`config.mk`:
```
export PLATFORM = sky130hd
export DESIGN_NAME = image_difference_statistics
export DESIGN_NICKNAME = d
export VERILOG_FILES = /design/src/ids_pkg.sv /design/src/image_difference_statistics.sv
export VERILOG_INCLUDE_DIRS = /design/src /design/src/src
export SDC_FILE = /design/constraint.sdc
export NUM_CORES = 1
export LEC_CHECK = 0
export ABC_AREA = 1
export BUFFER_PORTS_ARGS = -buffer_cell sky130_fd_sc_hd__buf_2
export CORE_MARGIN = 2
export CORE_UTILIZATION = 40
export CTS_CLUSTER_SIZE = 12
export DETAILED_ROUTE_END_ITERATION = 10
export GPL_ROUTABILITY_DRIVEN = 0
export SYNTH_ARGS = -nofsm -noshare
export SYNTH_HDL_FRONTEND = slang
export SYNTH_SLANG_ARGS = --single-unit
```
`constraint.sdc`:
```
create_clock -name clk -period 15.3 [get_ports clk]
set_clock_uncertainty 0.05 [all_clocks]
set_input_delay 3.06 -clock clk [delete_from_list [all_inputs] [get_ports clk]]
set_output_delay 3.06 -clock clk [all_outputs]
set_load 0.05 [all_outputs]
```
`src/image_difference_statistics_macros.svh`:
```
// Assertion macros shared by the image difference statistics block.
// Each macro checks a property on the rising edge of clk and is disabled while
// arst_n is low. Define ASSERT_OFF to compile them away.
`ifndef IMAGE_DIFFERENCE_STATISTICS_MACROS_SVH
`define IMAGE_DIFFERENCE_STATISTICS_MACROS_SVH

`ifndef ASSERT_OFF

// The consequent must hold in the same cycle as the antecedent.
`define IDS_ASSERT_NOW(label, ante, cons) \
	label: assert property (@(posedge clk) disable iff (!arst_n) (ante) |-> (cons)) \
		else $error("image_difference_statistics: same-cycle check failed");

// The consequent must hold in the cycle after the antecedent.
`define IDS_ASSERT_NEXT(label, ante, cons) \
	label: assert property (@(posedge clk) disable iff (!arst_n) (ante) |=> (cons)) \
		else $error("image_difference_statistics: next-cycle check failed");

`else

`define IDS_ASSERT_NOW(label, ante, cons)
`define IDS_ASSERT_NEXT(label, ante, cons)

`endif

`endif

```
`src/ids_pkg.sv`:
```
`timescale 1ns / 1ps

package ids_pkg;

	// Field and accumulator widths.
	localparam int CHAN_W    = 8;
	localparam int COUNT_W   = 25;
	localparam int DSUM_W    = 34;
	localparam int SSUM_W    = 42;
	localparam int RESULT_W  = 16;
	localparam int FRAC_BITS = 8;

	// Pixel counters saturate here.
	localparam logic [COUNT_W-1:0] MAX_PIXELS = COUNT_W'(16777216);

	// Divider and square root sizing.
	localparam int MEAN_BITS = DSUM_W + FRAC_BITS;
	localparam int RMS_BITS  = SSUM_W + 2 * FRAC_BITS;
	localparam int NUM_W     = RMS_BITS;
	localparam int N_W       = COUNT_W + 1;
	localparam int REM_W     = N_W + 1;
	localparam int Q_W       = 2 * RESULT_W;
	localparam int ROOT_W    = RESULT_W;
	localparam int CNT_W     = $clog2(NUM_W + 1);

	// Configuration register indexes.
	localparam int CFG_IDX_W = 2;
	localparam logic [CFG_IDX_W-1:0] CFG_CHANNELS  = 2'd0;
	localparam logic [CFG_IDX_W-1:0] CFG_TOLERANCE = 2'd1;

	// One pixel pair.
	typedef struct packed {
		logic [CHAN_W-1:0] first_red;
		logic [CHAN_W-1:0] first_green;
		logic [CHAN_W-1:0] first_blue;
		logic [CHAN_W-1:0] second_red;
		logic [CHAN_W-1:0] second_green;
		logic [CHAN_W-1:0] second_blue;
		logic              last_pixel;
	} pixel_t;

	// One set of frame statistics.
	typedef struct packed {
		logic [CHAN_W-1:0]   max_abs_diff;
		logic [COUNT_W-1:0]  differing_pixels;
		logic [COUNT_W-1:0]  total_pixels;
		logic [RESULT_W-1:0] mean_abs_diff;
		logic [RESULT_W-1:0] root_mean_square;
	} result_t;

endpackage

```
`src/image_difference_statistics.sv`:
```
`timescale 1ns / 1ps
// Image difference statistics: compares pixel pairs from two images over the first one to three
// colour channels and, on the pair marked last_pixel, returns the largest channel difference,
// the differing and total pixel counts, and the mean absolute and root mean square differences
// in fixed point with eight fractional bits (truncated); the statistics then start afresh. The
// block takes one pixel request when pixel_stall is low and then compares one channel per cycle
// through a single absolute difference and square unit, so no new pixel is taken until every
// compared channel of the last one is done. The pixel that ends a frame then runs one shared
// subtractor as a restoring divider for the mean (42 steps), the divider again for the mean
// square (58 steps) and a digit-by-digit square root (16 steps), and the next pixel is taken
// only once the result has gone to the output register, later if the previous result has not
// been collected. The finished result waits in an output register, so the next frame may begin
// while it is held. Configuration writes are taken only while the block is idle between pixels.

`include "image_difference_statistics_macros.svh"

module image_difference_statistics (
	input  logic                               clk,
	input  logic                               arst_n,
	// Pixel pair requests.
	input  logic                               pixel_valid,
	output logic                               pixel_stall,
	input  ids_pkg::pixel_t                    pixel,
	// Result requests.
	output logic                               result_valid,
	input  logic                               result_stall,
	output ids_pkg::result_t                   result,
	// Configuration writes.
	input  logic                               cfg_valid,
	output logic                               cfg_ready,
	input  logic [ids_pkg::CFG_IDX_W-1:0]      cfg_index,
	input  logic [ids_pkg::CHAN_W-1:0]         cfg_data
);

	typedef enum logic [2:0] {
		S_IDLE,
		S_CHAN,
		S_SETUP,
		S_DIV_MEAN,
		S_DIV_RMS,
		S_SQRT,
		S_EMIT
	} state_t;

	// Configuration registers.
	logic [1:0]                    channels_q;
	logic [ids_pkg::CHAN_W-1:0]    tolerance_q;

	// Control and statistics.
	state_t                        state_q;
	logic [1:0]                    ch_q;
	logic                          differs_q;
	logic [ids_pkg::CHAN_W-1:0]    running_max_q;
	logic [ids_pkg::DSUM_W-1:0]    diff_sum_q;
	logic [ids_pkg::SSUM_W-1:0]    squared_sum_q;
	logic [ids_pkg::COUNT_W-1:0]   differing_count_q;
	logic [ids_pkg::COUNT_W-1:0]   pixel_count_q;
	ids_pkg::pixel_t               pixel_q;

	// Divider and square root.
	logic [ids_pkg::NUM_W-1:0]     num_q;
	logic [ids_pkg::N_W-1:0]       n_q;
	logic [ids_pkg::REM_W-1:0]     rem_q;
	logic [ids_pkg::Q_W-1:0]       quo_q;
	logic                          ovf_q;
	logic [ids_pkg::CNT_W-1:0]     cnt_q;
	logic [ids_pkg::RESULT_W-1:0]  mean_q;
	logic                          rms_ovf_q;
	logic [ids_pkg::ROOT_W-1:0]    root_q;

	// Output register.
	logic                          result_valid_q;
	ids_pkg::result_t              result_q;

	logic [1:0]                    ch_count;
	logic                          last_chan;
	logic [ids_pkg::CHAN_W-1:0]    chan_a;
	logic [ids_pkg::CHAN_W-1:0]    chan_b;
	logic [ids_pkg::CHAN_W-1:0]    abs_diff;
	logic [2*ids_pkg::CHAN_W-1:0]  abs_sq;
	logic                          differs_now;
	logic                          count_open;
	logic [ids_pkg::DSUM_W:0]      dsum_add;
	logic [ids_pkg::SSUM_W:0]      ssum_add;
	logic [ids_pkg::REM_W-1:0]     div_a;
	logic [ids_pkg::REM_W-1:0]     div_b;
	logic [ids_pkg::REM_W-1:0]     sq_a;
	logic [ids_pkg::REM_W-1:0]     sq_b;
	logic [ids_pkg::REM_W-1:0]     alu_a;
	logic [ids_pkg::REM_W-1:0]     alu_b;
	logic [ids_pkg::REM_W:0]       alu_diff;
	logic                          take;
	logic [ids_pkg::REM_W-1:0]     rem_next;
	logic [ids_pkg::Q_W-1:0]       quo_next;
	logic                          ovf_next;
	logic [ids_pkg::RESULT_W-1:0]  mean_value;
	logic                          out_free;
	logic                          emit_now;
	logic                          pixel_accept;

	// Handshake outputs.
	assign pixel_stall  = (state_q != S_IDLE);
	assign pixel_accept = pixel_valid && !pixel_stall;
	assign cfg_ready    = (state_q == S_IDLE);
	assign result_valid = result_valid_q;
	assign result       = result_q;
	assign out_free     = !result_valid_q || !result_stall;
	assign emit_now     = (state_q == S_EMIT) && out_free;

	// Configuration registers; a channel count of zero compares one channel.
	always_ff @(posedge clk or negedge arst_n) begin
		if (!arst_n) begin
			channels_q  <= 2'd3;
			tolerance_q <= ids_pkg::CHAN_W'(1);
		end else if (cfg_valid && cfg_ready) begin
			case (cfg_index)
				ids_pkg::CFG_CHANNELS:  channels_q  <= cfg_data[1:0];
				ids_pkg::CFG_TOLERANCE: tolerance_q <= cfg_data;
				default: ;
			endcase
		end
	end

	assign ch_count  = (channels_q == 2'd0) ? 2'd1 : channels_q;
	assign last_chan = ((ch_q + 2'd1) == ch_count);

	// Channel selection for the shared difference unit.
	always_comb begin
		case (ch_q)
			2'd0: begin
				chan_a = pixel_q.first_red;
				chan_b = pixel_q.second_red;
			end
			2'd1: begin
				chan_a = pixel_q.first_green;
				chan_b = pixel_q.second_green;
			end
			default: begin
				chan_a = pixel_q.first_blue;
				chan_b = pixel_q.second_blue;
			end
		endcase
	end

	// Absolute difference, its square and the saturating sums.
	assign abs_diff    = (chan_a > chan_b) ? (chan_a - chan_b) : (chan_b - chan_a);
	assign abs_sq      = (2*ids_pkg::CHAN_W)'(abs_diff) * (2*ids_pkg::CHAN_W)'(abs_diff);
	assign differs_now = differs_q || (abs_diff > tolerance_q);
	assign count_open  = (pixel_count_q < ids_pkg::MAX_PIXELS);
	assign dsum_add    = {1'b0, diff_sum_q} + (ids_pkg::DSUM_W+1)'(abs_diff);
	assign ssum_add    = {1'b0, squared_sum_q} + (ids_pkg::SSUM_W+1)'(abs_sq);

	// Operands of the shared subtractor: a division step or a square root step.
	assign div_a = {rem_q[ids_pkg::REM_W-2:0], num_q[ids_pkg::NUM_W-1]};
	assign div_b = ids_pkg::REM_W'(n_q);
	assign sq_a  = ids_pkg::REM_W'({rem_q[ids_pkg::ROOT_W+1:0], quo_q[ids_pkg::Q_W-1 -: 2]});
	assign sq_b  = ids_pkg::REM_W'({root_q, 2'b01});
	assign alu_a = (state_q == S_SQRT) ? sq_a : div_a;
	assign alu_b = (state_q == S_SQRT) ? sq_b : div_b;

	assign alu_diff = {1'b0, alu_a} - {1'b0, alu_b};
	assign take     = !alu_diff[ids_pkg::REM_W];
	assign rem_next = take ? alu_diff[ids_pkg::REM_W-1:0] : alu_a;

	// Quotient shifts in one bit a step; a bit shifted off the top marks overflow.
	assign quo_next   = {quo_q[ids_pkg::Q_W-2:0], take};
	assign ovf_next   = ovf_q || quo_q[ids_pkg::Q_W-1];
	assign mean_value = (ovf_next || (quo_next[ids_pkg::Q_W-1:ids_pkg::RESULT_W] != '0))
		? '1 : quo_next[ids_pkg::RESULT_W-1:0];

	// Sequencer, statistics and output register.
	always_ff @(posedge clk or negedge arst_n) begin
		if (!arst_n) begin
			state_q           <= S_IDLE;
			ch_q              <= 2'd0;
			differs_q         <= 1'b0;
			running_max_q     <= '0;
			diff_sum_q        <= '0;
			squared_sum_q     <= '0;
			differing_count_q <= '0;
			pixel_count_q     <= '0;
			pixel_q           <= '0;
			num_q             <= '0;
			n_q               <= '0;
			rem_q             <= '0;
			quo_q             <= '0;
			ovf_q             <= 1'b0;
			cnt_q             <= '0;
			mean_q            <= '0;
			rms_ovf_q         <= 1'b0;
			root_q            <= '0;
			result_valid_q    <= 1'b0;
			result_q          <= '0;
		end else begin
			// A new result is shown when handed over; otherwise the held one leaves when taken.
			if (emit_now) begin
				result_valid_q <= 1'b1;
			end else if (result_valid_q && !result_stall) begin
				result_valid_q <= 1'b0;
			end

			case (state_q)
				S_IDLE: begin
					if (pixel_accept) begin
						pixel_q   <= pixel;
						ch_q      <= 2'd0;
						differs_q <= 1'b0;
						state_q   <= S_CHAN;
					end
				end

				S_CHAN: begin
					if (abs_diff > running_max_q) begin
						running_max_q <= abs_diff;
					end
					differs_q <= differs_now;
					if (count_open) begin
						diff_sum_q    <= dsum_add[ids_pkg::DSUM_W] ? '1
							: dsum_add[ids_pkg::DSUM_W-1:0];
						squared_sum_q <= ssum_add[ids_pkg::SSUM_W] ? '1
							: ssum_add[ids_pkg::SSUM_W-1:0];
					end
					ch_q <= ch_q + 2'd1;
					if (last_chan) begin
						if (differs_now && (differing_count_q < ids_pkg::MAX_PIXELS)) begin
							differing_count_q <= differing_count_q + ids_pkg::COUNT_W'(1);
						end
						if (count_open) begin
							pixel_count_q <= pixel_count_q + ids_pkg::COUNT_W'(1);
						end
						state_q <= pixel_q.last_pixel ? S_SETUP : S_IDLE;
					end
				end

				// Divisor is the number of channel samples; load the mean division.
				S_SETUP: begin
					n_q     <= ids_pkg::N_W'(pixel_count_q) * ids_pkg::N_W'(ch_count);
					num_q   <= {diff_sum_q, {(ids_pkg::NUM_W-ids_pkg::DSUM_W){1'b0}}};
					rem_q   <= '0;
					quo_q   <= '0;
					ovf_q   <= 1'b0;
					cnt_q   <= ids_pkg::CNT_W'(ids_pkg::MEAN_BITS);
					state_q <= S_DIV_MEAN;
				end

				S_DIV_MEAN: begin
					if (cnt_q == ids_pkg::CNT_W'(1)) begin
						// Mean done; start on the mean square.
						mean_q  <= mean_value;
						num_q   <= {squared_sum_q, {(ids_pkg::NUM_W-ids_pkg::SSUM_W){1'b0}}};
						rem_q   <= '0;
						quo_q   <= '0;
						ovf_q   <= 1'b0;
						cnt_q   <= ids_pkg::CNT_W'(ids_pkg::RMS_BITS);
						state_q <= S_DIV_RMS;
					end else begin
						num_q <= num_q << 1;
						rem_q <= rem_next;
						quo_q <= quo_next;
						ovf_q <= ovf_next;
						cnt_q <= cnt_q - ids_pkg::CNT_W'(1);
					end
				end

				S_DIV_RMS: begin
					num_q <= num_q << 1;
					quo_q <= quo_next;
					if (cnt_q == ids_pkg::CNT_W'(1)) begin
						// The quotient stays in place as the square root operand.
						rms_ovf_q <= ovf_next;
						rem_q     <= '0;
						root_q    <= '0;
						cnt_q     <= ids_pkg::CNT_W'(ids_pkg::ROOT_W);
						state_q   <= S_SQRT;
					end else begin
						rem_q <= rem_next;
						ovf_q <= ovf_next;
						cnt_q <= cnt_q - ids_pkg::CNT_W'(1);
					end
				end

				// One root bit a step from two operand bits.
				S_SQRT: begin
					rem_q  <= rem_next;
					root_q <= {root_q[ids_pkg::ROOT_W-2:0], take};
					quo_q  <= quo_q << 2;
					cnt_q  <= cnt_q - ids_pkg::CNT_W'(1);
					if (cnt_q == ids_pkg::CNT_W'(1)) begin
						state_q <= S_EMIT;
					end
				end

				// Hand over the result once the output register is free and clear the frame.
				S_EMIT: begin
					if (out_free) begin
						result_q.max_abs_diff     <= running_max_q;
						result_q.differing_pixels <= differing_count_q;
						result_q.total_pixels     <= pixel_count_q;
						result_q.mean_abs_diff    <= mean_q;
						result_q.root_mean_square <= rms_ovf_q ? '1 : root_q;
						running_max_q             <= '0;
						diff_sum_q                <= '0;
						squared_sum_q             <= '0;
						differing_count_q         <= '0;
						pixel_count_q             <= '0;
						state_q                   <= S_IDLE;
					end
				end

				default: begin
					state_q <= S_IDLE;
				end
			endcase
		end
	end

	// An accepted pixel always starts on its first channel.
	`IDS_ASSERT_NEXT(a_accept_starts, pixel_accept, (state_q == S_CHAN) && (ch_q == 2'd0))

	// The pixel counter never passes its saturation value.
	`IDS_ASSERT_NOW(a_count_cap, 1'b1, pixel_count_q <= ids_pkg::MAX_PIXELS)

	// Differing pixels are a subset of the pixels counted.
	`IDS_ASSERT_NOW(a_differ_bound, 1'b1, differing_count_q <= pixel_count_q)

	// Handing over a result shows it and leaves the statistics cleared.
	`IDS_ASSERT_NEXT(a_emit_clears, emit_now, result_valid_q && (pixel_count_q == '0))

endmodule
```
==> flow_summary_export.csv <==
group,metric,value,unit
clock_network,h-tree-depth,2,
sta,final-max-slew-violation-count,0,
clock_network,cts-resized-gates,0,
sta,fmax,116,MHz
synthesis,netlist_area,28300,µm²
pwr,max-vdd-ir-drop,0.293,mV
pwr,seqPwrFrac,27.3,%
worst_setup_path,critPathLaunchType,"register",
sta,setup_viol,0,
synthesis,ys_ff_latch,456,
clock_network,post_cts_buffers,0,
sta,tightestPinTransition,1.11,ns
route,drtIter0Drc,1630,
clock_network,cts.sinks,456,
cells_and_area,area_delta_synth_final,11.8,%
die,io_pins,157,
synthesis,synthCells,3638,
global_routing,antenna_found_initial,1,
synthesis,avgSynthCellArea,7.78,µm²
synthesis,synth.area.top_cells,"dfrtp_1 (40%), nand2_1 (11%), inv_1 (6.8%)",
pwr,power_leakage,16.2,nW
clock_network,root_buffer,"clkbuf_16",
synthesis,synth-edff-count,0,
cells_and_area,fillers,7108,
synthesis,synth_warnings,0,
clock_network,clkSlewWorstSetupHoldPaths,0.06,ns
synthesis,synth_fp_nets,3879,
hold_path,hp-class,"reg -> reg",
synthesis,yosys.area_share.simple,22.3,%
sta,final.period_utilization,56.4,%
worst_setup_path,path_delay_family,"adder cells",
synthesis,synth-xor-area-share,3.18,%
clock_network,clock_path_buffers,3,
route,antenna_left,0,
worst_setup_path,worst_ep_required_time,15.69,ns
route,routed-via-count,24330,
route,first_pass_iters,6,
clock_network,cts_tree,"yes",
synthesis,synth_compound_area_share,15.5,%
pwr,p_sw_share,40.1,%
die,num_rows,97,
status,outcome,"finished, final reports clean",
synthesis,synth.largest_area_cell,"dfrtp_1",
global_routing,grt_pass1_wl,124000,µm
route,drt-vias-per-instance,5.16,
sta,tns,0,ns
flow_run,maxCapViolations,0,
pwr,p_clk_share,28.0,%
worst_setup_path,crit_type,"reg -> reg",
global_routing,overflow,0,
synthesis,synth_common_cells,"nand2_1 (838), inv_1 (509), dfrtp_1 (453)",
global_routing,grt_max_degree,148,
synthesis,seq_area_frac_synth,40.4,%
pwr,p_switching,0.00179,W
synthesis,yosysMostFrequentCell,"nand2_1",
synthesis,synthFlopType,"dfrtp_1",
sta,finalHoldViolCount,0,
route,routed_wl,75100,µm
die,initial_utilization,40.4,%
synthesis,synth_top_area_share,40.1,%
route,wl_per_cell,15.9,µm
placement,portBuffers,156,
pwr,p_int,0.00267,W
worst_setup_path,crit_path_frequent_cell,"inv_1",
cells_and_area,drive_gt1_share,9.72,%
clock_network,cts_hold_buf,0,
synthesis,synth_top_family_by_area,"simple AND/OR/NAND/NOR gates",
die,die-area,72900,µm²
cells_and_area,nets,3979,
die,die_y,270,µm
synthesis,synthArstFlopShare,100,%
worst_setup_path,slowest_delay,0.75,ns
sta,rsz0062_at_grt,"false",
global_routing,grtUsageTotal,20.5,%
sta,finalCriticalPeriod,8.63,ns
clock_network,cts-buffers-inserted,52,
route,drc_errors,0,
die,core_area,70000,µm²
cells_and_area,diodes,0,
worst_setup_path,worstPathMaxFanout,28,
synthesis,synthMuxAreaShare,0.787,%
worst_setup_path,crit_buf_inv,7,
placement,place_hpwl,54000,µm
pwr,comb_power_share,44.7,%
worst_setup_path,end_kind,"register",
placement,place_ws,6.73,ns
sta,worst_slack,6.67,ns
worst_setup_path,crit_arrival,9.02,ns
clock_network,clk_latency,0.61,ns
synthesis,synth-adder-area-share,8.94,%
die,die_w,270,µm
global_routing,grt_pass1_vias,24039,
sta,maxSlewHeadroom,25.1,%
worst_setup_path,slowest_stage,"nor2_1",
pwr,p_per_area,141,nW/µm²
synthesis,synth_cell_type_count,66,
==> sequential cells by signal (all words and copies together), names as in the netlist, 2 cells and up <==
| signal | flops |
|---|---|
| ch_q | 2 |
| channels_q | 2 |
| cnt_q | 6 |
| diff_sum_q | 34 |
| differing_count_q | 25 |
| mean_q | 16 |
| n_q | 26 |
| num_q | 42 |
| pixel_count_q | 25 |
| pixel_q | 49 |
| quo_q | 32 |
| rem_q | 26 |
| result | 90 |
| root_q | 16 |
| running_max_q | 8 |
| squared_sum_q | 42 |
| state_q | 3 |
| tolerance_q | 8 |
==> power by group through the flow <==
stage | sequential [W] | clock, W | combinational [W]
2_1_floorplan | 0.00124 | 0 | 0.00156
3_3_place_gp | 0.00124 | 0 | 0.00200
6_report | 0.00122 | 0.00125 | 0.00199
5_1_grt | 0.00122 | 0.00133 | 0.00230
3_5_place_dp | 0.00124 | 0 | 0.00198
4_1_cts | 0.00122 | 0.00128 | 0.00199
==> through the flow <==
step	power, W	area [µm²]	hold WS, ns	util, %	std cells
4_1_cts	0.00449	31600	0.431	45.2	4715
3_3_place_gp	0.00323	29900	0.409	42.7	4624
5_1_grt	0.00485	31600	0.444	45.2	4715
2_1_floorplan	0.00280	28300	0.392	-	3638
6_report	0.00446	31600	0.426	45.2	4715
3_5_place_dp	0.00321	29900	0.415	42.7	4624
==> layer usage <==
layer	vias to the layer above	global-route usage, %	share of wire (%)
met5	-	0	0.017
met4	2	7.00	3.0
met3	127	3.04	4.8
met2	510	34.2	47
met1	11563	27.3	45
li1	12128	-	-
==> cell type report <==
class                           count  area, µm²  share of cell area [%]
Sequential cell                   456      11400                    36.1
Clock buffer                       71       1480                    4.69
Clock inverter                     20        223                   0.704
Multi-Input combinational cell   2530      14400                    45.6
Timing Repair Buffer              177        961                    3.04
Tap cell                          940       1180                    3.72
Inverter                          521       1960                    6.19
==> logic make-up (layout without fill, tap and decap cells) <==
group | after synthesis | in the layout
multiplexers | 20 | 20
buffers and inverters | 652 | 789
AND/OR/NAND/NOR | 1477 | 1477
flip-flops | 456 | 456
AO/OA/AOI/OAI | 754 | 754
XOR/XNOR | 102 | 102
adder cells (fa/ha/maj) | 177 | 177
==> layout by cell type, fill, tap and decap left out, types with 9 or more instances in the layout <==
| cell type | instances |
|---|---|
| o221ai_1 | 32 |
| buf_4 | 20 |
| mux2_2 | 18 |
| buf_2 | 155 |
| nor3_1 | 59 |
| a21oi_1 | 172 |
| dfrtp_1 | 453 |
| or2_2 | 9 |
| fa_1 | 42 |
| o211ai_1 | 25 |
| ha_1 | 135 |
| clkinv_2 | 10 |
| xor2_1 | 70 |
| o21a_1 | 9 |
| nand2_1 | 837 |
| clkbuf_8 | 11 |
| nor4_1 | 28 |
| o21ai_1 | 14 |
| nand3_1 | 146 |
| nor2_1 | 300 |
| nand3_2 | 11 |
| inv_1 | 508 |
| clkbuf_16 | 52 |
| o21ai_0 | 362 |
| o21bai_1 | 11 |
| a221oi_1 | 39 |
| nand2_2 | 13 |
| xnor2_1 | 31 |
| nand2_4 | 10 |
| o22ai_1 | 33 |
| a22oi_1 | 16 |
| nand4_1 | 38 |
==> worst register-to-register path, delay by kind of cell, from the launching register on <==
kind                     cells  cell delay [ns]
flip-flops                   1             0.37
buffers and inverters        7             0.95
adder cells (fa/ha/maj)      7             2.81
AO/OA/AOI/OAI                5             1.09
multiplexers                 1             0.29
AND/OR/NAND/NOR             10             2.35
XOR/XNOR                     1             0.57
==> final timing paths <==
check / to / cells after the start / from / slack, ns
min reg2reg: rem_q[21] / 2 / rem_q[21] / 0.43
min in group asynchronous: result[29] / 1 / arst_n / 2.40
max reg2reg: squared_sum_q[20] / 31 / ch_q[0] / 6.67
min: rem_q[21] / 2 / rem_q[21] / 0.43
max: squared_sum_q[20] / 31 / ch_q[0] / 6.67
max in group asynchronous: pixel_q[6] / 3 / arst_n / 10.56
Power figures use the tool's default switching activity.
